### src/rtl/scanline_color_blob_segmenter_macros.svh
// Assertion helpers for the scan-line blob segmenter.
// Each macro checks an implication on the rising clock edge, off while reset is high.
`ifndef SCANLINE_COLOR_BLOB_SEGMENTER_MACROS_SVH
`define SCANLINE_COLOR_BLOB_SEGMENTER_MACROS_SVH
`ifndef SYNTH
// Same-cycle implication.
`define SCBS_ASSERT_IMP(label, clk, rst, ante, cons, msg) \
  label: assert property (@(posedge clk) disable iff (rst) (ante) |-> (cons)) else $error(msg);
// Next-cycle implication.
`define SCBS_ASSERT_NXT(label, clk, rst, ante, cons, msg) \
  label: assert property (@(posedge clk) disable iff (rst) (ante) |=> (cons)) else $error(msg);
`else
`define SCBS_ASSERT_IMP(label, clk, rst, ante, cons, msg)
`define SCBS_ASSERT_NXT(label, clk, rst, ante, cons, msg)
`endif
`endif

### src/rtl/scbs_pkg.sv
`timescale 1ns / 1ps
package scbs_pkg;

  localparam int COLOR_W    = 24;
  localparam int RANGE_W    = 16;
  localparam int SUM_W      = 24;
  localparam int ROWS_W     = 9;
  localparam int RPR_W      = 16;
  localparam int FCOUNT_W   = 3;
  localparam int CFG_IDX_W  = 3;
  localparam int CFG_DATA_W = 24;
  localparam int COL_OUT_W  = 8;
  localparam int MEAN_W     = 16;

  localparam int MAX_COLUMNS_DEF  = 256;
  localparam int FILTER_SLOTS_DEF = 4;

  localparam logic [SUM_W-1:0]  SUM_MAX        = 24'hFFFFFF;
  localparam logic [MEAN_W-1:0] HALF_HEIGHT_MM = 16'd300;

  localparam logic [ROWS_W-1:0] COLUMNS_RST = 9'd80;
  localparam logic [ROWS_W-1:0] ROWS_RST    = 9'd60;
  localparam logic [RPR_W-1:0]  RPR_RST     = 16'd14668;

  typedef enum logic [CFG_IDX_W-1:0] {
    REG_FILTER_COUNT    = 3'd0,
    REG_FILTER_COLOR_A  = 3'd1,
    REG_FILTER_COLOR_B  = 3'd2,
    REG_FILTER_COLOR_C  = 3'd3,
    REG_FILTER_COLOR_D  = 3'd4,
    REG_COLUMNS_IN_USE  = 3'd5,
    REG_ROWS_IN_USE     = 3'd6,
    REG_ROWS_PER_RADIAN = 3'd7
  } cfg_reg_t;

  typedef struct packed {
    logic [ROWS_W-1:0] rows_in_use;
    logic [RPR_W-1:0]  rows_per_radian;
  } geo_cfg_t;

  typedef struct packed {
    logic                 done;
    logic [MEAN_W-1:0]    mean;
    logic [COL_OUT_W-1:0] top_row;
    logic [ROWS_W-1:0]    bottom_row;
  } geo_res_t;

endpackage

### src/rtl/scbs_if.sv
`timescale 1ns / 1ps
// Sample channel: one scan-line sample per word.
interface scbs_sample_if;
  import scbs_pkg::*;
  logic               valid;
  logic               ready;
  logic               hit;
  logic [COLOR_W-1:0] sample_color;
  logic [RANGE_W-1:0] sample_range_mm;
  logic               end_of_scan;

  modport source (output valid, hit, sample_color, sample_range_mm, end_of_scan,
                  input ready);
  modport sink (input valid, hit, sample_color, sample_range_mm, end_of_scan,
                output ready);
endinterface

// Blob channel: one result per word.
interface scbs_blob_if;
  import scbs_pkg::*;
  logic                 valid;
  logic                 ready;
  logic                 blob_valid;
  logic [COLOR_W-1:0]   blob_color;
  logic [COL_OUT_W-1:0] left_column;
  logic [COL_OUT_W-1:0] right_column;
  logic [COL_OUT_W-1:0] top_row;
  logic [ROWS_W-1:0]    bottom_row;
  logic [MEAN_W-1:0]    mean_range_mm;
  logic                 scan_done;

  modport source (output valid, blob_valid, blob_color, left_column, right_column,
                  top_row, bottom_row, mean_range_mm, scan_done, input ready);
  modport sink (input valid, blob_valid, blob_color, left_column, right_column,
                top_row, bottom_row, mean_range_mm, scan_done, output ready);
endinterface

### src/rtl/scanline_color_blob_segmenter.sv
`timescale 1ns / 1ps
`include "scanline_color_blob_segmenter_macros.svh"
// Scan-line color blob segmenter. Samples arrive one word at a time; consecutive
// hit samples of one exact color form a run, and the sample that breaks a run is
// dropped. A run that closes and passes the color filter yields one blob word
// with its mirrored column span, mean range and top/bottom rows; every
// end-of-scan sample yields a word with scan_done set (blob fields zero if no
// blob closes on it). A sample that launches no blob does not hold off the next
// one unless an output word cannot leave. A blob holds off further samples
// while the geometry engine runs: the mean division, then one arctangent pass
// when the mean range is at least 300 mm and two otherwise, each of at most 65
// series terms. The series loop, run bit by bit on one shift-add accumulator
// and one restoring divider, takes most of that time. Results leave through
// an output register; no clearing pass is needed after reset.
module scanline_color_blob_segmenter #(
  parameter int MAX_COLUMNS  = scbs_pkg::MAX_COLUMNS_DEF,
  parameter int FILTER_SLOTS = scbs_pkg::FILTER_SLOTS_DEF
) (
  input  logic                            clk,
  input  logic                            rst,
  scbs_sample_if.sink                     samples,
  scbs_blob_if.source                     blobs,
  input  logic                            cfg_we,
  input  logic [scbs_pkg::CFG_IDX_W-1:0]  cfg_index,
  input  logic [scbs_pkg::CFG_DATA_W-1:0] cfg_data
);
  import scbs_pkg::*;

  localparam int CW = $clog2(MAX_COLUMNS);
  localparam int LW = $clog2(MAX_COLUMNS + 1);
  localparam int MW = (CW > COL_OUT_W) ? CW : COL_OUT_W;

  // Configuration registers
  logic [FCOUNT_W-1:0] filter_count;
  logic [COLOR_W-1:0]  filter_color [FILTER_SLOTS];
  logic [ROWS_W-1:0]   columns_in_use;
  logic [ROWS_W-1:0]   rows_in_use;
  logic [RPR_W-1:0]    rows_per_radian;

  // Run state
  logic [CW-1:0]      column_index;
  logic               in_run;
  logic [COLOR_W-1:0] run_color;
  logic [CW-1:0]      run_start;
  logic [SUM_W-1:0]   range_sum;

  logic [CW-1:0]      column_index_next;
  logic               in_run_next;
  logic [COLOR_W-1:0] run_color_next;
  logic [CW-1:0]      run_start_next;
  logic [SUM_W-1:0]   range_sum_next;

  logic [SUM_W:0]      sum_add;
  logic [SUM_W-1:0]    sum_sat;
  logic [SUM_W-1:0]    close_sum;
  logic [CW-1:0]       col_prev;
  logic [CW-1:0]       col_inc;
  logic [CW-1:0]       last;
  logic                close;
  logic                pass;
  logic [FCOUNT_W-1:0] fc_eff;
  logic [LW-1:0]       len;
  logic                sample_acc;
  logic                launch;
  logic                busy;

  // Output register
  logic                 out_valid;
  logic                 out_blob;
  logic [COLOR_W-1:0]   out_color;
  logic [COL_OUT_W-1:0] out_left;
  logic [COL_OUT_W-1:0] out_right;
  logic [COL_OUT_W-1:0] out_top;
  logic [ROWS_W-1:0]    out_bottom;
  logic [MEAN_W-1:0]    out_mean;
  logic                 out_done;

  geo_cfg_t g_cfg;
  geo_res_t g_res;

  // Write configuration
  always_ff @(posedge clk) begin
    if (rst) begin
      filter_count    <= '0;
      columns_in_use  <= COLUMNS_RST;
      rows_in_use     <= ROWS_RST;
      rows_per_radian <= RPR_RST;
      for (int i = 0; i < FILTER_SLOTS; i++) begin
        filter_color[i] <= '0;
      end
    end else if (cfg_we) begin
      case (cfg_reg_t'(cfg_index))
        REG_FILTER_COUNT:    filter_count    <= cfg_data[FCOUNT_W-1:0];
        REG_COLUMNS_IN_USE:  columns_in_use  <= cfg_data[ROWS_W-1:0];
        REG_ROWS_IN_USE:     rows_in_use     <= cfg_data[ROWS_W-1:0];
        REG_ROWS_PER_RADIAN: rows_per_radian <= cfg_data[RPR_W-1:0];
        default: ;
      endcase
      for (int i = 0; i < FILTER_SLOTS; i++) begin
        if (cfg_index == CFG_IDX_W'(REG_FILTER_COLOR_A) + CFG_IDX_W'(i)) begin
          filter_color[i] <= cfg_data;
        end
      end
    end
  end

  assign sample_acc = samples.valid && samples.ready;

  // Track runs and decide which sample closes one
  always_comb begin
    sum_add           = (SUM_W + 1)'(range_sum) + (SUM_W + 1)'(samples.sample_range_mm);
    sum_sat           = sum_add[SUM_W] ? SUM_MAX : sum_add[SUM_W-1:0];
    col_prev          = (column_index == '0) ? CW'(MAX_COLUMNS - 1) : column_index - 1'b1;
    col_inc           = (column_index == CW'(MAX_COLUMNS - 1)) ? '0 : column_index + 1'b1;
    in_run_next       = in_run;
    run_color_next    = run_color;
    run_start_next    = run_start;
    range_sum_next    = range_sum;
    close             = 1'b0;
    last              = column_index;
    if (in_run) begin
      if (samples.hit && (samples.sample_color == run_color)) begin
        range_sum_next = sum_sat;
        close          = samples.end_of_scan;
      end else begin
        close = 1'b1;
        last  = col_prev;
      end
    end else if (samples.hit) begin
      in_run_next    = 1'b1;
      run_color_next = samples.sample_color;
      run_start_next = column_index;
      range_sum_next = SUM_W'(samples.sample_range_mm);
      close          = samples.end_of_scan;
    end
    close_sum = range_sum_next;
    if (close) begin
      in_run_next = 1'b0;
    end
    if (samples.end_of_scan) begin
      column_index_next = '0;
      in_run_next       = 1'b0;
      range_sum_next    = '0;
    end else begin
      column_index_next = col_inc;
    end
  end

  // Color filter; an empty filter passes everything
  always_comb begin
    fc_eff = (filter_count > FCOUNT_W'(FILTER_SLOTS)) ? FCOUNT_W'(FILTER_SLOTS) : filter_count;
    pass   = (fc_eff == '0);
    for (int i = 0; i < FILTER_SLOTS; i++) begin
      if ((FCOUNT_W'(i) < fc_eff) && (filter_color[i] == run_color_next)) begin
        pass = 1'b1;
      end
    end
  end

  // Run length, wrapping at MAX_COLUMNS
  always_comb begin
    if (last >= run_start_next) begin
      len = LW'(last) - LW'(run_start_next) + 1'b1;
    end else begin
      len = LW'(MAX_COLUMNS) - LW'(run_start_next) + LW'(last) + 1'b1;
    end
  end

  assign launch = sample_acc && close && pass;

  assign g_cfg.rows_in_use     = rows_in_use;
  assign g_cfg.rows_per_radian = rows_per_radian;

  scbs_geom #(
    .LEN_W (LW)
  ) u_geom (
    .clk    (clk),
    .rst    (rst),
    .start  (launch),
    .sum_in (close_sum),
    .len_in (len),
    .cfg    (g_cfg),
    .res    (g_res)
  );

  // Advance run state, launch geometry, load the output word
  always_ff @(posedge clk) begin
    if (rst) begin
      column_index <= '0;
      in_run       <= 1'b0;
      run_color    <= '0;
      run_start    <= '0;
      range_sum    <= '0;
      busy         <= 1'b0;
      out_valid    <= 1'b0;
    end else begin
      if (sample_acc) begin
        column_index <= column_index_next;
        in_run       <= in_run_next;
        run_color    <= run_color_next;
        run_start    <= run_start_next;
        range_sum    <= range_sum_next;
      end
      // Raise the word when the engine finishes or an end-of-scan word is due
      if (g_res.done || (sample_acc && samples.end_of_scan && !launch)) begin
        out_valid <= 1'b1;
      end else if (blobs.valid && blobs.ready) begin
        out_valid <= 1'b0;
      end
      if (launch) begin
        busy      <= 1'b1;
        out_color <= run_color_next;
        out_left  <= COL_OUT_W'(MW'(columns_in_use) - MW'(1) - MW'(last));
        out_right <= COL_OUT_W'(MW'(columns_in_use) - MW'(1) - MW'(run_start_next));
        out_done  <= samples.end_of_scan;
      end else if (sample_acc && samples.end_of_scan) begin
        out_blob   <= 1'b0;
        out_color  <= '0;
        out_left   <= '0;
        out_right  <= '0;
        out_top    <= '0;
        out_bottom <= '0;
        out_mean   <= '0;
        out_done   <= 1'b1;
      end else if (g_res.done) begin
        busy       <= 1'b0;
        out_blob   <= 1'b1;
        out_top    <= g_res.top_row;
        out_bottom <= g_res.bottom_row;
        out_mean   <= g_res.mean;
      end
    end
  end

  // Hold off samples while a blob is in the engine or the word cannot leave
  assign samples.ready = !busy && (!out_valid || blobs.ready);

  assign blobs.valid         = out_valid;
  assign blobs.blob_valid    = out_blob;
  assign blobs.blob_color    = out_color;
  assign blobs.left_column   = out_left;
  assign blobs.right_column  = out_right;
  assign blobs.top_row       = out_top;
  assign blobs.bottom_row    = out_bottom;
  assign blobs.mean_range_mm = out_mean;
  assign blobs.scan_done     = out_done;

  `SCBS_ASSERT_NXT(a_launch_busy, clk, rst, launch, busy && !samples.ready, "launch did not stall input")
  `SCBS_ASSERT_IMP(a_done_room, clk, rst, g_res.done, busy && !out_valid, "blob with no room")
  `SCBS_ASSERT_NXT(a_eos_word, clk, rst, sample_acc && samples.end_of_scan && !launch, out_valid && out_done && !out_blob, "end of scan word missing")

endmodule

### src/rtl/scbs_geom.sv
`timescale 1ns / 1ps
`include "scanline_color_blob_segmenter_macros.svh"
// Blob geometry engine: mean range, arctangent series and row extent, all run
// on one shift-add accumulator and one restoring divider under a sequencer.
module scbs_geom #(
  parameter int LEN_W = 9
) (
  input  logic                       clk,
  input  logic                       rst,
  input  logic                       start,
  input  logic [scbs_pkg::SUM_W-1:0] sum_in,
  input  logic [LEN_W-1:0]           len_in,
  input  scbs_pkg::geo_cfg_t         cfg,
  output scbs_pkg::geo_res_t         res
);
  import scbs_pkg::*;

  typedef enum logic [14:0] {
    S_IDLE  = 15'h0001,
    S_MEAN  = 15'h0002,
    S_SETUP = 15'h0004,
    S_PASS  = 15'h0008,
    S_SQX   = 15'h0010,
    S_SQY   = 15'h0020,
    S_PXY   = 15'h0040,
    S_DIVU  = 15'h0080,
    S_DIVZ  = 15'h0100,
    S_CHK   = 15'h0200,
    S_MULZ  = 15'h0400,
    S_MULK  = 15'h0800,
    S_DIVK  = 15'h1000,
    S_EXTM  = 15'h2000,
    S_ROWS  = 15'h4000
  } geo_state_t;

  geo_state_t        state;
  logic [5:0]        cnt;
  logic [60:0]       acc;
  logic [59:0]       mc;
  logic [39:0]       mb;
  logic [31:0]       rem;
  logic [47:0]       dq;
  logic [31:0]       dv;
  logic [39:0]       term;
  logic [39:0]       z;
  logic [41:0]       asum;
  logic [6:0]        nidx;
  logic [15:0]       xo;
  logic [15:0]       yo;
  logic [MEAN_W-1:0] mean;
  logic              second_pass;
  logic [31:0]       dd;
  logic [16:0]       yy;
  logic [9:0]        ext;

  logic        q40_mid;
  logic [60:0] acc_base;
  logic [59:0] mc_eff;
  logic [60:0] acc_add;
  logic [59:0] mc_adv;
  logic [32:0] rem_sh;
  logic [32:0] rem_sub;
  logic        div_ge;
  logic [31:0] rem_adv;
  logic [47:0] dq_adv;
  logic        last_step;
  logic [7:0]  kmul;
  logic [7:0]  kdiv;
  logic [7:0]  half;
  logic [10:0] bsum;

  // Shared shift-add step; in the fraction product, drop 20 bits and restart
  // the multiplicand halfway through.
  always_comb begin
    q40_mid   = (state == S_MULZ) && (cnt == 6'd20);
    acc_base  = q40_mid ? {20'd0, acc[60:20]} : acc;
    mc_eff    = q40_mid ? {20'd0, term} : mc;
    acc_add   = acc_base + (mb[0] ? {1'b0, mc_eff} : 61'd0);
    mc_adv    = {mc_eff[58:0], 1'b0};
    last_step = (cnt == 6'd1);
    kmul      = 8'({nidx[5:0], 1'b0}) + 8'd2;
    kdiv      = 8'({nidx[5:0], 1'b1}) + 8'd2;
  end

  // Shared restoring divide step: one quotient bit per cycle
  always_comb begin
    rem_sh  = {rem, dq[47]};
    rem_sub = rem_sh - {1'b0, dv};
    div_ge  = (rem_sh >= {1'b0, dv});
    rem_adv = div_ge ? rem_sub[31:0] : rem_sh[31:0];
    dq_adv  = {dq[46:0], div_ge};
  end

  // Row extent around the image center
  always_comb begin
    half = 8'(cfg.rows_in_use >> 1);
    bsum = 11'(half) + 11'(ext);
  end

  // Sequencer
  always_ff @(posedge clk) begin
    if (rst) begin
      state    <= S_IDLE;
      res.done <= 1'b0;
    end else begin
      res.done <= 1'b0;
      case (state)
        S_IDLE: begin
          if (start) begin
            dq    <= {sum_in, 24'd0};
            rem   <= '0;
            dv    <= 32'(len_in);
            cnt   <= 6'd24;
            state <= S_MEAN;
          end
        end
        S_MEAN: begin
          rem <= rem_adv;
          dq  <= dq_adv;
          cnt <= cnt - 6'd1;
          if (last_step) begin
            mean  <= (dq_adv[23:16] != 8'd0) ? 16'hFFFF : dq_adv[15:0];
            state <= S_SETUP;
          end
        end
        S_SETUP: begin
          asum <= '0;
          if (mean >= HALF_HEIGHT_MM) begin
            xo          <= mean;
            yo          <= HALF_HEIGHT_MM;
            second_pass <= 1'b0;
          end else begin
            xo          <= 16'd1;
            yo          <= 16'd1;
            second_pass <= 1'b1;
          end
          state <= S_PASS;
        end
        S_PASS: begin
          acc   <= '0;
          mc    <= 60'(xo);
          mb    <= 40'(xo);
          cnt   <= 6'd16;
          state <= S_SQX;
        end
        S_SQX: begin
          acc <= acc_add;
          mc  <= mc_adv;
          mb  <= mb >> 1;
          cnt <= cnt - 6'd1;
          if (last_step) begin
            dd    <= acc_add[31:0];
            acc   <= '0;
            mc    <= 60'(yo);
            mb    <= 40'(yo);
            cnt   <= 6'd16;
            state <= S_SQY;
          end
        end
        S_SQY: begin
          acc <= acc_add;
          mc  <= mc_adv;
          mb  <= mb >> 1;
          cnt <= cnt - 6'd1;
          if (last_step) begin
            dd    <= dd + acc_add[31:0];
            yy    <= acc_add[16:0];
            acc   <= '0;
            mc    <= 60'(xo);
            mb    <= 40'(yo);
            cnt   <= 6'd16;
            state <= S_PXY;
          end
        end
        S_PXY: begin
          acc <= acc_add;
          mc  <= mc_adv;
          mb  <= mb >> 1;
          cnt <= cnt - 6'd1;
          if (last_step) begin
            rem   <= acc_add[31:0];
            dq    <= '0;
            dv    <= dd;
            cnt   <= 6'd40;
            state <= S_DIVU;
          end
        end
        S_DIVU: begin
          rem <= rem_adv;
          dq  <= dq_adv;
          cnt <= cnt - 6'd1;
          if (last_step) begin
            term  <= dq_adv[39:0];
            asum  <= asum + 42'(dq_adv[39:0]);
            rem   <= 32'(yy);
            dq    <= '0;
            cnt   <= 6'd40;
            state <= S_DIVZ;
          end
        end
        S_DIVZ: begin
          rem <= rem_adv;
          dq  <= dq_adv;
          cnt <= cnt - 6'd1;
          if (last_step) begin
            z     <= dq_adv[39:0];
            nidx  <= '0;
            state <= S_CHK;
          end
        end
        S_CHK: begin
          if ((nidx == 7'd64) || (term == '0)) begin
            if (second_pass) begin
              second_pass <= 1'b0;
              xo          <= HALF_HEIGHT_MM + mean;
              yo          <= HALF_HEIGHT_MM - mean;
              state       <= S_PASS;
            end else begin
              acc   <= '0;
              mc    <= 60'(asum[41:26]);
              mb    <= 40'(cfg.rows_per_radian);
              cnt   <= 6'd16;
              state <= S_EXTM;
            end
          end else begin
            acc   <= '0;
            mc    <= 60'(term);
            mb    <= z;
            cnt   <= 6'd40;
            state <= S_MULZ;
          end
        end
        S_MULZ: begin
          acc <= acc_add;
          mc  <= mc_adv;
          mb  <= mb >> 1;
          cnt <= cnt - 6'd1;
          if (last_step) begin
            acc   <= '0;
            mc    <= 60'(acc_add[59:20]);
            mb    <= 40'(kmul);
            cnt   <= 6'd8;
            state <= S_MULK;
          end
        end
        S_MULK: begin
          acc <= acc_add;
          mc  <= mc_adv;
          mb  <= mb >> 1;
          cnt <= cnt - 6'd1;
          if (last_step) begin
            dq    <= acc_add[47:0];
            rem   <= '0;
            dv    <= 32'(kdiv);
            cnt   <= 6'd48;
            state <= S_DIVK;
          end
        end
        S_DIVK: begin
          rem <= rem_adv;
          dq  <= dq_adv;
          cnt <= cnt - 6'd1;
          if (last_step) begin
            term  <= dq_adv[39:0];
            asum  <= asum + 42'(dq_adv[39:0]);
            nidx  <= nidx + 7'd1;
            state <= S_CHK;
          end
        end
        S_EXTM: begin
          acc <= acc_add;
          mc  <= mc_adv;
          mb  <= mb >> 1;
          cnt <= cnt - 6'd1;
          if (last_step) begin
            ext   <= acc_add[31:22];
            state <= S_ROWS;
          end
        end
        S_ROWS: begin
          res.done       <= 1'b1;
          res.mean       <= mean;
          res.top_row    <= (10'(half) > ext) ? 8'(10'(half) - ext) : 8'd0;
          res.bottom_row <= (bsum > 11'(cfg.rows_in_use)) ? cfg.rows_in_use : 9'(bsum);
          state          <= S_IDLE;
        end
        default: state <= S_IDLE;
      endcase
    end
  end

  `SCBS_ASSERT_IMP(a_start_idle, clk, rst, start, state == S_IDLE, "geometry start while busy")
  `SCBS_ASSERT_NXT(a_start_mean, clk, rst, start, state == S_MEAN, "geometry start not taken")
  `SCBS_ASSERT_IMP(a_rem_below, clk, rst, (state == S_MEAN || state == S_DIVU || state == S_DIVZ || state == S_DIVK), rem < dv, "divider remainder out of range")
  `SCBS_ASSERT_NXT(a_rows_done, clk, rst, state == S_ROWS, res.done && state == S_IDLE, "geometry result lost")

endmodule

### src/flat_wrapper.sv
// flat-port wrapper written by rule: the top's interface ports become plain ports
module scanline_color_blob_segmenter_flat import scbs_pkg::*;
#(
  parameter int MAX_COLUMNS  = scbs_pkg::MAX_COLUMNS_DEF,
  parameter int FILTER_SLOTS = scbs_pkg::FILTER_SLOTS_DEF
)
  (clk, rst, cfg_we, cfg_index, cfg_data, samples_valid, samples_hit, samples_sample_color, samples_sample_range_mm, samples_end_of_scan, samples_ready, blobs_valid, blobs_blob_valid, blobs_blob_color, blobs_left_column, blobs_right_column, blobs_top_row, blobs_bottom_row, blobs_mean_range_mm, blobs_scan_done, blobs_ready);
  scbs_sample_if samples_i ();
  scbs_blob_if blobs_i ();
  input  logic clk;
  input  logic rst;
  input  logic cfg_we;
  input  logic [scbs_pkg::CFG_IDX_W-1:0] cfg_index;
  input  logic [scbs_pkg::CFG_DATA_W-1:0] cfg_data;
  input wire logic [$bits(samples_i.valid)-1:0] samples_valid;
  input wire logic [$bits(samples_i.hit)-1:0] samples_hit;
  input wire logic [$bits(samples_i.sample_color)-1:0] samples_sample_color;
  input wire logic [$bits(samples_i.sample_range_mm)-1:0] samples_sample_range_mm;
  input wire logic [$bits(samples_i.end_of_scan)-1:0] samples_end_of_scan;
  output wire logic [$bits(samples_i.ready)-1:0] samples_ready;
  output wire logic [$bits(blobs_i.valid)-1:0] blobs_valid;
  output wire logic [$bits(blobs_i.blob_valid)-1:0] blobs_blob_valid;
  output wire logic [$bits(blobs_i.blob_color)-1:0] blobs_blob_color;
  output wire logic [$bits(blobs_i.left_column)-1:0] blobs_left_column;
  output wire logic [$bits(blobs_i.right_column)-1:0] blobs_right_column;
  output wire logic [$bits(blobs_i.top_row)-1:0] blobs_top_row;
  output wire logic [$bits(blobs_i.bottom_row)-1:0] blobs_bottom_row;
  output wire logic [$bits(blobs_i.mean_range_mm)-1:0] blobs_mean_range_mm;
  output wire logic [$bits(blobs_i.scan_done)-1:0] blobs_scan_done;
  input wire logic [$bits(blobs_i.ready)-1:0] blobs_ready;
  assign samples_i.valid = samples_valid;
  assign samples_i.hit = samples_hit;
  assign samples_i.sample_color = samples_sample_color;
  assign samples_i.sample_range_mm = samples_sample_range_mm;
  assign samples_i.end_of_scan = samples_end_of_scan;
  assign samples_ready = samples_i.ready;
  assign blobs_valid = blobs_i.valid;
  assign blobs_blob_valid = blobs_i.blob_valid;
  assign blobs_blob_color = blobs_i.blob_color;
  assign blobs_left_column = blobs_i.left_column;
  assign blobs_right_column = blobs_i.right_column;
  assign blobs_top_row = blobs_i.top_row;
  assign blobs_bottom_row = blobs_i.bottom_row;
  assign blobs_mean_range_mm = blobs_i.mean_range_mm;
  assign blobs_scan_done = blobs_i.scan_done;
  assign blobs_i.ready = blobs_ready;
  scanline_color_blob_segmenter #(.MAX_COLUMNS(MAX_COLUMNS), .FILTER_SLOTS(FILTER_SLOTS)) u_core (.clk(clk), .rst(rst), .samples(samples_i), .blobs(blobs_i), .cfg_we(cfg_we), .cfg_index(cfg_index), .cfg_data(cfg_data));
endmodule
### config.mk
export PLATFORM = sky130hd
export DESIGN_NAME = scanline_color_blob_segmenter_flat
export DESIGN_NICKNAME = d
export VERILOG_FILES = /design/src/rtl/scbs_pkg.sv /design/src/rtl/scbs_if.sv /design/src/rtl/scanline_color_blob_segmenter.sv /design/src/rtl/scbs_geom.sv /design/src/flat_wrapper.sv
export VERILOG_INCLUDE_DIRS = /design/src /design/src/rtl
export SDC_FILE = /design/constraint.sdc
export NUM_CORES = 2
export LEC_CHECK = 0
export BUFFER_PORTS_ARGS = -buffer_cell sky130_fd_sc_hd__buf_2
export CELL_PAD_IN_SITES_DETAIL_PLACEMENT = 0
export CELL_PAD_IN_SITES_GLOBAL_PLACEMENT = 1
export CORE_MARGIN = 1.5
export CORE_UTILIZATION = 51
export DETAILED_ROUTE_END_ITERATION = 7
export GPL_TIMING_DRIVEN = 0
export PLACE_DENSITY = 0.81
export SYNTH_ARGS = -nofsm -noshare
export SYNTH_HDL_FRONTEND = slang
export SYNTH_SLANG_ARGS = --single-unit
### constraint.sdc
create_clock -name clk -period 13.41 [get_ports clk]
set_input_delay 2.0115 -clock clk [delete_from_list [all_inputs] [get_ports clk]]
set_output_delay 2.0115 -clock clk [all_outputs]
set_load 0.03 [all_outputs]
# Yosys cells after proc, flatten, opt, wreduce, memory -nomap -nowiden

Memory sizes are Yosys's and may differ from the RTL's.
Cells that the tools add are included.
Widths: inputs -> output; s select.

Memories kept: 1
Register bits after elaboration: 743
Output and inout bits: 77
Bits in writable memories: 96

Bitwise operators: 6
Add/sub/neg operators: 23
Equal/unequal tests: 48
Order comparisons: 10
Reduce and logical (&&, ||, !) cells: 71
Muxes and demuxes: 140

Memories:

| name                | words | width | rd ports | clocked after memory_dff | write ports | RTL line                            | text |
|---|---|---|---|---|---|---|---|
| u_core.filter_color | 4     | 24    | 4        | 0                        | 4           | scanline_color_blob_segmenter.sv:35 | `logic [COLOR_W-1:0] filter_color [FILTER_SLOTS];` |

Operators with widths:

| cell             | number |
|---|---|
| $mux 60          | 7 |
| $pmux 60 s6      | 1 |
| $mux 24          | 13 |
| $mux 32          | 9 |
| $mux 61          | 4 |
| $pmux 61 s4      | 1 |
| $pmux 48 s5      | 1 |
| $pmux 40 s5      | 1 |
| $pmux 15 s13     | 1 |
| $mux 48          | 4 |
| $mux 15          | 11 |
| $pmux 32 s5      | 1 |
| $eq 24x24->1     | 5 |
| $mux 16          | 6 |
| $mux 8           | 12 |
| $pmux 32 s3      | 1 |
| $pmux 42 s2      | 1 |
| $mux 40          | 2 |
| $mux 39          | 2 |
| $pmux 16 s2      | 2 |
| $pmux 32 s2      | 1 |
| $add 61x60->61   | 1 |
| $pmux 6 s8       | 1 |
| $add 42x40->42   | 1 |
| other kinds (81) | 209 |

# Longest topological paths before layout

Depth after elaboration: 13
Mapped depth: 32
Gate-level depth less buffers: 29

# Cells and area by module

Synthesis repeated with hierarchy kept, for this count alone.

Cells, all modules: 4911
Area, all modules: 49909.1 sq um

By module, submodules not included:

| module                        | times used | seq. area each (sq um) | cells an instance | area each (sq um) |
|---|---|---|---|---|
| scbs_geom                     | 1          | 16806.1                | 3417              | 34735.8 |
| scanline_color_blob_segmenter | 1          | 7196.9                 | 1494              | 15173.3 |

# Worst setup path before layout

No wires, ideal clock.

Path type: input port to flip-flop
From: input port samples_hit
To: register u_core.u_geom.dq[0], enable pin
Setup time: 638 ps
Stages: 13
Path buffers: 3
Slack: 2763 ps
Arrival: 10010 ps
Data required time: 12772 ps
Cells stage by stage: buf_6 -> nor2b_4 -> buf_6 -> buf_12 -> mux2i_4 -> xor2_1 -> nand4_1 -> a2111oi_2 -> o2111ai_1 -> nand3_1 -> o21ai_2 -> or2_1 -> a211oi_1

Cells in the longest elaborated chain, start to end: 11

Ends and longest elaborated chain:

| element                               | RTL line                             | text |
|---|---|---|
| from (decl)                           | flat_wrapper.sv:16                   | `input wire logic [$bits(samples_i.hit)-1:0] samples_hit;` |
| $mux 24                               | scanline_color_blob_segmenter.sv:129 | `end else if (samples.hit) begin` |
| $mux 24                               | scanline_color_blob_segmenter.sv:121 | `if (in_run) begin` |
| $eq 24x24->1                          | scanline_color_blob_segmenter.sv:154 | `if ((FCOUNT_W'(i) < fc_eff) && (filter_color[i] == run_color_next)) begin` |
| $logic_and 1x1->1                     | scanline_color_blob_segmenter.sv:154 |  |
| $mux 1 (4 in a row)                   | scanline_color_blob_segmenter.sv:154 |  |
| $logic_and 1x1->1 (*)                 | scanline_color_blob_segmenter.sv:169 | `assign launch = sample_acc && close && pass;` |
| $ne 2x1->1 (no source line) (*)       | --                                   |  |
| $reduce_and 5->1 (no source line) (*) | --                                   |  |
| to (signal assigned)                  | scbs_geom.sv:110                     | `dq <= {sum_in, 24'd0};` |
| to (signal assigned)                  | scbs_geom.sv:119                     | `dq <= dq_adv;` |
| to (signal assigned)                  | scbs_geom.sv:190                     | `dq <= dq_adv;` |
| to (decl)                             | scbs_geom.sv:42                      | `logic [47:0] dq;` |

Mark *: on every way between the ends. The rest lies on a longest branch, timed or not.
A chain may end at the register's enable or synchronous reset.

# Worst setup path after layout

From: register u_core.u_geom.state[2]
To: register u_core.u_geom.dd[31], data pin

Cells in the longest elaborated chain, start to end: 8

Ends and longest elaborated chain:

| element                             | RTL line         | text |
|---|---|---|
| from (decl)                         | scbs_geom.sv:36  | `geo_state_t state;` |
| from (signal assigned)              | scbs_geom.sv:103 | `state <= S_IDLE;` |
| from (signal assigned)              | scbs_geom.sv:114 | `state <= S_MEAN;` |
| from (signal assigned)              | scbs_geom.sv:123 | `state <= S_SETUP;` |
| $eq 15x11->1 (*)                    | scbs_geom.sv:75  | `q40_mid = (state == S_MULZ) && (cnt == 6'd20);` |
| $logic_and 1x1->1 (*)               | scbs_geom.sv:75  |  |
| $mux 60                             | scbs_geom.sv:77  | `mc_eff = q40_mid ? {20'd0, term} : mc;` |
| $mux 60                             | scbs_geom.sv:78  | `acc_add = acc_base + (mb[0] ? {1'b0, mc_eff} : 61'd0);` |
| $add 61x60->61 (*)                  | scbs_geom.sv:78  |  |
| named net u_core.u_geom.acc_add[24] | scbs_geom.sv:59  | `logic [60:0] acc_add;` |
| $add 32x32->32 (*)                  | scbs_geom.sv:166 | `dd <= dd + acc_add[31:0];` |
| $mux 32 (*)                         | scbs_geom.sv:165 | `if (last_step) begin` |
| $pmux 32 s2 (*)                     | scbs_geom.sv:107 | `case (state)` |
| to (signal assigned)                | scbs_geom.sv:152 | `dd <= acc_add[31:0];` |
| to (signal assigned)                | scbs_geom.sv:166 |  |
| to (decl)                           | scbs_geom.sv:52  | `logic [31:0] dd;` |

Mark *: on every way through the listed nets, which the timed path passes. The rest lies on a longest branch. The select of a mux whose other input is x is not followed.

==> run_summary.xml <==
<?xml version="1.0" encoding="UTF-8"?>
<metrics>
  <group name="run_status">
    <metric name="status" unit="">finished, violations left</metric>
    <metric name="failed_checks" unit="">max-capacitance violations</metric>
  </group>
  <group name="clock_tree">
    <metric name="ctsResizeCount" unit="">0</metric>
    <metric name="cts.sinks" unit="">839</metric>
    <metric name="clockRootBuffer" unit="">sky130_fd_sc_hd__clkbuf_16</metric>
    <metric name="cts_max_path_buffers" unit="">3</metric>
    <metric name="path_clk_slew" unit="ps">60</metric>
    <metric name="cts_tree" unit="">yes</metric>
    <metric name="clkLatencyLatePin" unit="ps">710</metric>
    <metric name="cts.htree.levels" unit="">3</metric>
    <metric name="tritoncts.num_buffers" unit="">91</metric>
    <metric name="cts_post_setup_buffers_inserted" unit="">0</metric>
    <metric name="cts-hold-fix-buffers" unit="">0</metric>
  </group>
  <group name="pwr">
    <metric name="cell_internal_pwr" unit="mW">4.58</metric>
    <metric name="clkPwrFrac" unit="%">43.3</metric>
    <metric name="power.density_cell_area" unit="nW/um^2">110</metric>
    <metric name="power_frac_comb" unit="%">8.9</metric>
    <metric name="power.switching" unit="mW">1.53</metric>
    <metric name="power.sequential.fraction" unit="%">47.7</metric>
    <metric name="total_leakage_power" unit="nW">21.3</metric>
    <metric name="ir_drop" unit="V">0.000129</metric>
    <metric name="switching_share" unit="%">25.0</metric>
  </group>
  <group name="synth">
    <metric name="synth_seq_area_share" unit="%">48.8</metric>
    <metric name="synth.net_count" unit="">5037</metric>
    <metric name="synth_simple_gate_area_share" unit="%">15.5</metric>
    <metric name="synthAdderAreaFrac" unit="%">6.87</metric>
    <metric name="synth.yosys.warnings" unit="">0</metric>
    <metric name="main_combinational_cell_family_by_area_after_synthesis" unit="">simple AND/OR/NAND/NOR gates</metric>
    <metric name="muxShareOfSynthArea" unit="%">4.25</metric>
    <metric name="async_reset_ff_share" unit="%">0</metric>
    <metric name="synth.lib_cells_used.distinct" unit="">95</metric>
    <metric name="ys_dominant_reg_cell" unit="">sky130_fd_sc_hd__edfxtp_1</metric>
    <metric name="synth_xor_area_share" unit="%">6.25</metric>
    <metric name="syn_avg_cell_area" unit="sq um">10.5</metric>
    <metric name="postSynthRegisterBits" unit="">839</metric>
    <metric name="synth_area" unit="sq um">49200</metric>
    <metric name="synth_enable_flop_cells" unit="">720</metric>
    <metric name="postSynthCellCount" unit="">4701</metric>
    <metric name="synth_compound_area_share" unit="%">15.1</metric>
  </group>
  <group name="setup_path">
    <metric name="delay_of_the_slowest_critical_path_stage" unit="ps">1130</metric>
    <metric name="critPathKind" unit="">reg -&gt; reg</metric>
    <metric name="crit_path_frequent_cell" unit="">sky130_fd_sc_hd__nand3_1</metric>
    <metric name="cp-end-kind" unit="">register</metric>
    <metric name="worst-path-max-fanout" unit="">10</metric>
    <metric name="path_buf_inv" unit="">5</metric>
    <metric name="timing.critical_path.arrival" unit="ps">9990</metric>
    <metric name="reg2reg_slack" unit="ps">3830</metric>
    <metric name="timing.critical_path.max_delay_family" unit="">simple AND/OR/NAND/NOR gates</metric>
    <metric name="critical-path-slowest-cell" unit="">sky130_fd_sc_hd__xnor2_1</metric>
    <metric name="worst_setup_sp_type" unit="">register</metric>
    <metric name="critPathRequiredTime" unit="ps">13820</metric>
  </group>
  <group name="drt">
    <metric name="ant_nets" unit="">0</metric>
    <metric name="detailedRoute.firstPassIterationCount" unit="">6</metric>
    <metric name="routed_wl" unit="mm">160</metric>
    <metric name="wl_per_cell" unit="um">25.3</metric>
    <metric name="drt_iter0_markers" unit="">4351</metric>
    <metric name="detail_route.drc_violations" unit="">0</metric>
    <metric name="vias" unit="">39000</metric>
    <metric name="routed_via_density" unit="">6.17</metric>
  </group>
  <group name="cells_and_area">
    <metric name="sequential_standard_cell_area" unit="sq um">24000</metric>
    <metric name="mostFrequentLayoutCell" unit="">sky130_fd_sc_hd__edfxtp_1</metric>
    <metric name="drive_above_1_share" unit="%">9.86</metric>
    <metric name="layout.filler_cells" unit="">8143</metric>
    <metric name="layout-area-overhead-vs-synth" unit="%">12.9</metric>
    <metric name="final_design_area_excluding_fillers" unit="sq um">55500</metric>
    <metric name="multi_input_comb_area" unit="sq um">23800</metric>
    <metric name="final_nets" unit="">5323</metric>
    <metric name="finalNonFillerCells" unit="">6329</metric>
    <metric name="highest_count_cells_in_the_layout_ignoring_fill_and_taps" unit="">sky130_fd_sc_hd__edfxtp_1, sky130_fd_sc_hd__nor2_1, sky130_fd_sc_hd__nand2_1</metric>
  </group>
  <group name="sta">
    <metric name="rsz_0062_raised_after_global_routing" unit="">false</metric>
    <metric name="final_hold_viol_count" unit="">0</metric>
    <metric name="final.min_clock_period" unit="ps">9580</metric>
    <metric name="slew_headroom" unit="%">0.295</metric>
    <metric name="min_hold_slack" unit="ps">472</metric>
    <metric name="worst_clock_skew" unit="ps">50.9</metric>
    <metric name="post-route-worst-setup-slack" unit="ps">3830</metric>
    <metric name="achievable-frequency" unit="MHz">104</metric>
    <metric name="setup_viol" unit="">0</metric>
    <metric name="worst_pin_slew" unit="ps">1480</metric>
    <metric name="final.setup.tns" unit="ps">0</metric>
    <metric name="slew_violations" unit="">0</metric>
    <metric name="final_min_period_over_clock_period" unit="%">71.5</metric>
  </group>
  <group name="min_path">
    <metric name="hold_crit_class" unit="">reg -&gt; reg</metric>
  </group>
  <group name="grt">
    <metric name="first_global_vias" unit="">37000</metric>
    <metric name="grt_util_all_layers" unit="%">32.2</metric>
    <metric name="grt_max_degree" unit="">34</metric>
    <metric name="grt_antenna_before_repair" unit="">8</metric>
    <metric name="globalRouteOverflowTotal" unit="">0</metric>
    <metric name="grt_pass1_wl" unit="mm">236</metric>
  </group>
  <group name="place">
    <metric name="post_dp_cell_area" unit="sq um">52300</metric>
    <metric name="placement.io_buffers" unit="">147</metric>
    <metric name="dp_hpwl" unit="mm">123</metric>
    <metric name="preCtsSetupSlack" unit="ps">4220</metric>
    <metric name="post-place-cells" unit="">6159</metric>
    <metric name="finalWeightedCongestion" unit="">0.965</metric>
  </group>
  <group name="job">
    <metric name="maxCapViolations" unit="">1</metric>
  </group>
  <group name="floorplan">
    <metric name="initial_core_util" unit="%">51.6</metric>
    <metric name="die_boundary_width" unit="um">313</metric>
    <metric name="core_region_area" unit="sq um">95300</metric>
    <metric name="dieHeight" unit="um">313</metric>
    <metric name="core.rowCount" unit="">113</metric>
    <metric name="io-pin-count" unit="">151</metric>
    <metric name="fp.dieArea" unit="sq um">98200</metric>
  </group>
</metrics>
## metrics by stage
| stage | power (mW) | utilization, % |
|---|---|---|
| floorplan | 3.31 | - |
| global placement | 3.50 | 54.0 |
| detailed placement | 3.50 | 54.9 |
| CTS | 6.11 | 58.2 |
| global route | 6.26 | 58.2 |
| finish | 6.10 | 58.2 |
## metal layers
metal | track usage [%] | vias up | wire length (um)
met3 | 5.77 | 407 | 13700
li1 | - | 17800 | -
met1 | 42.7 | 19000 | 65300
met5 | 0 | - | 80
met2 | 50.7 | 1801 | 72100
met4 | 16.6 | 12 | 9100
## flip-flops by register name (all words and copies together) (netlist names), 17 cells and up
| register | count |
|---|---|
| u_core.u_geom.yy | 17 |
| u_core.u_geom.dv | 32 |
| u_core.run_color | 24 |
| u_core.u_geom.asum | 42 |
| u_core.u_geom.dd | 32 |
| u_core.filter_color | 96 |
| u_core.blobs.blob_color | 24 |
| u_core.u_geom.dq | 48 |
| u_core.u_geom.z | 40 |
| u_core.u_geom.rem | 32 |
| u_core.u_geom.acc | 61 |
| u_core.u_geom.mc | 60 |
| u_core.u_geom.res | 34 |
| u_core.u_geom.mb | 40 |
| u_core.u_geom.term | 40 |
| u_core.range_sum | 24 |
## area by class of cell
type	count	share of cell area (%)
clock buffers	114	4.43
multi-input cells	3460	42.9
clock inverters	54	1.21
plain buffers	232	1.67
diodes	2	0.00902
repair buffers	193	2.52
flip-flops and latches	839	43.3
well taps	1265	2.85
inverters	170	1.15
## worst paths after layout
| check | startpoint | end | cells past startpoint |
|---|---|---|---|
| worst min-delay path | u_core.rows_per_radian[7]$_SDFFE_PP0P_ | u_core.rows_per_radian[7]$_SDFFE_PP0P_ | 2 |
| worst max register to register | u_core.u_geom.state[2]$_SDFFE_PP0P_ | u_core.u_geom.dd[31]$_DFFE_PP_ | 31 |
| worst max-delay path | u_core.u_geom.state[2]$_SDFFE_PP0P_ | u_core.u_geom.dd[31]$_DFFE_PP_ | 31 |
| worst min register to register | u_core.rows_per_radian[7]$_SDFFE_PP0P_ | u_core.rows_per_radian[7]$_SDFFE_PP0P_ | 2 |
## power by group through the flow
stage	Clock [mW]	Sequential, mW	Combinational [mW]
global placement	0	2.97	0.521
finish	2.64	2.91	0.545
CTS	2.66	2.91	0.540
global route	2.76	2.92	0.589
floorplan	0	2.98	0.336
detailed placement	0	2.97	0.537
## cells by family (layout without fill, tap and decap cells)
| logic type | after synthesis | count (layout) |
|---|---|---|
| simple gates | 1523 | 1523 |
| compound gates | 1139 | 1139 |
| flops | 839 | 839 |
| buf+inv | 402 | 763 |
| xor+xnor | 351 | 351 |
| fa+ha+maj | 262 | 262 |
| mux | 185 | 185 |
| other cells | 0 | 2 |
## cells in the mapped netlist, drive strengths merged, types with 42 or more instances
cell type / number / area [sq um]
dfxtp: 119 / 2380
nor2: 404 / 1520
and2: 188 / 1180
edfxtp: 720 / 21600
ha: 249 / 3120
xor2: 151 / 1320
nand3: 76 / 380
and3: 69 / 432
mux2: 52 / 586
nand4: 58 / 363
a22oi: 58 / 435
mux2i: 133 / 1510
nor2b: 117 / 747
o21ai: 227 / 1140
nor3: 76 / 380
inv: 170 / 638
a22o: 42 / 368
xnor2: 200 / 1750
a21o: 116 / 871
nand2: 357 / 1340
clkbuf: 203 / 762
a21oi: 323 / 1620
o21a: 42 / 315
o21bai: 46 / 345
nor4: 44 / 290
## worst register-to-register path: cells and delay by family, from the launching register on
| family | cells | cell delay [ps] |
|---|---|---|
| xor+xnor | 2 | 1220 |
| mux | 2 | 530 |
| flops | 1 | 300 |
| buf+inv | 5 | 2210 |
| simple gates | 12 | 2490 |
| compound gates | 7 | 1560 |
| fa+ha+maj | 3 | 1020 |
No activity file was read; power rests on OpenSTA's default activity.
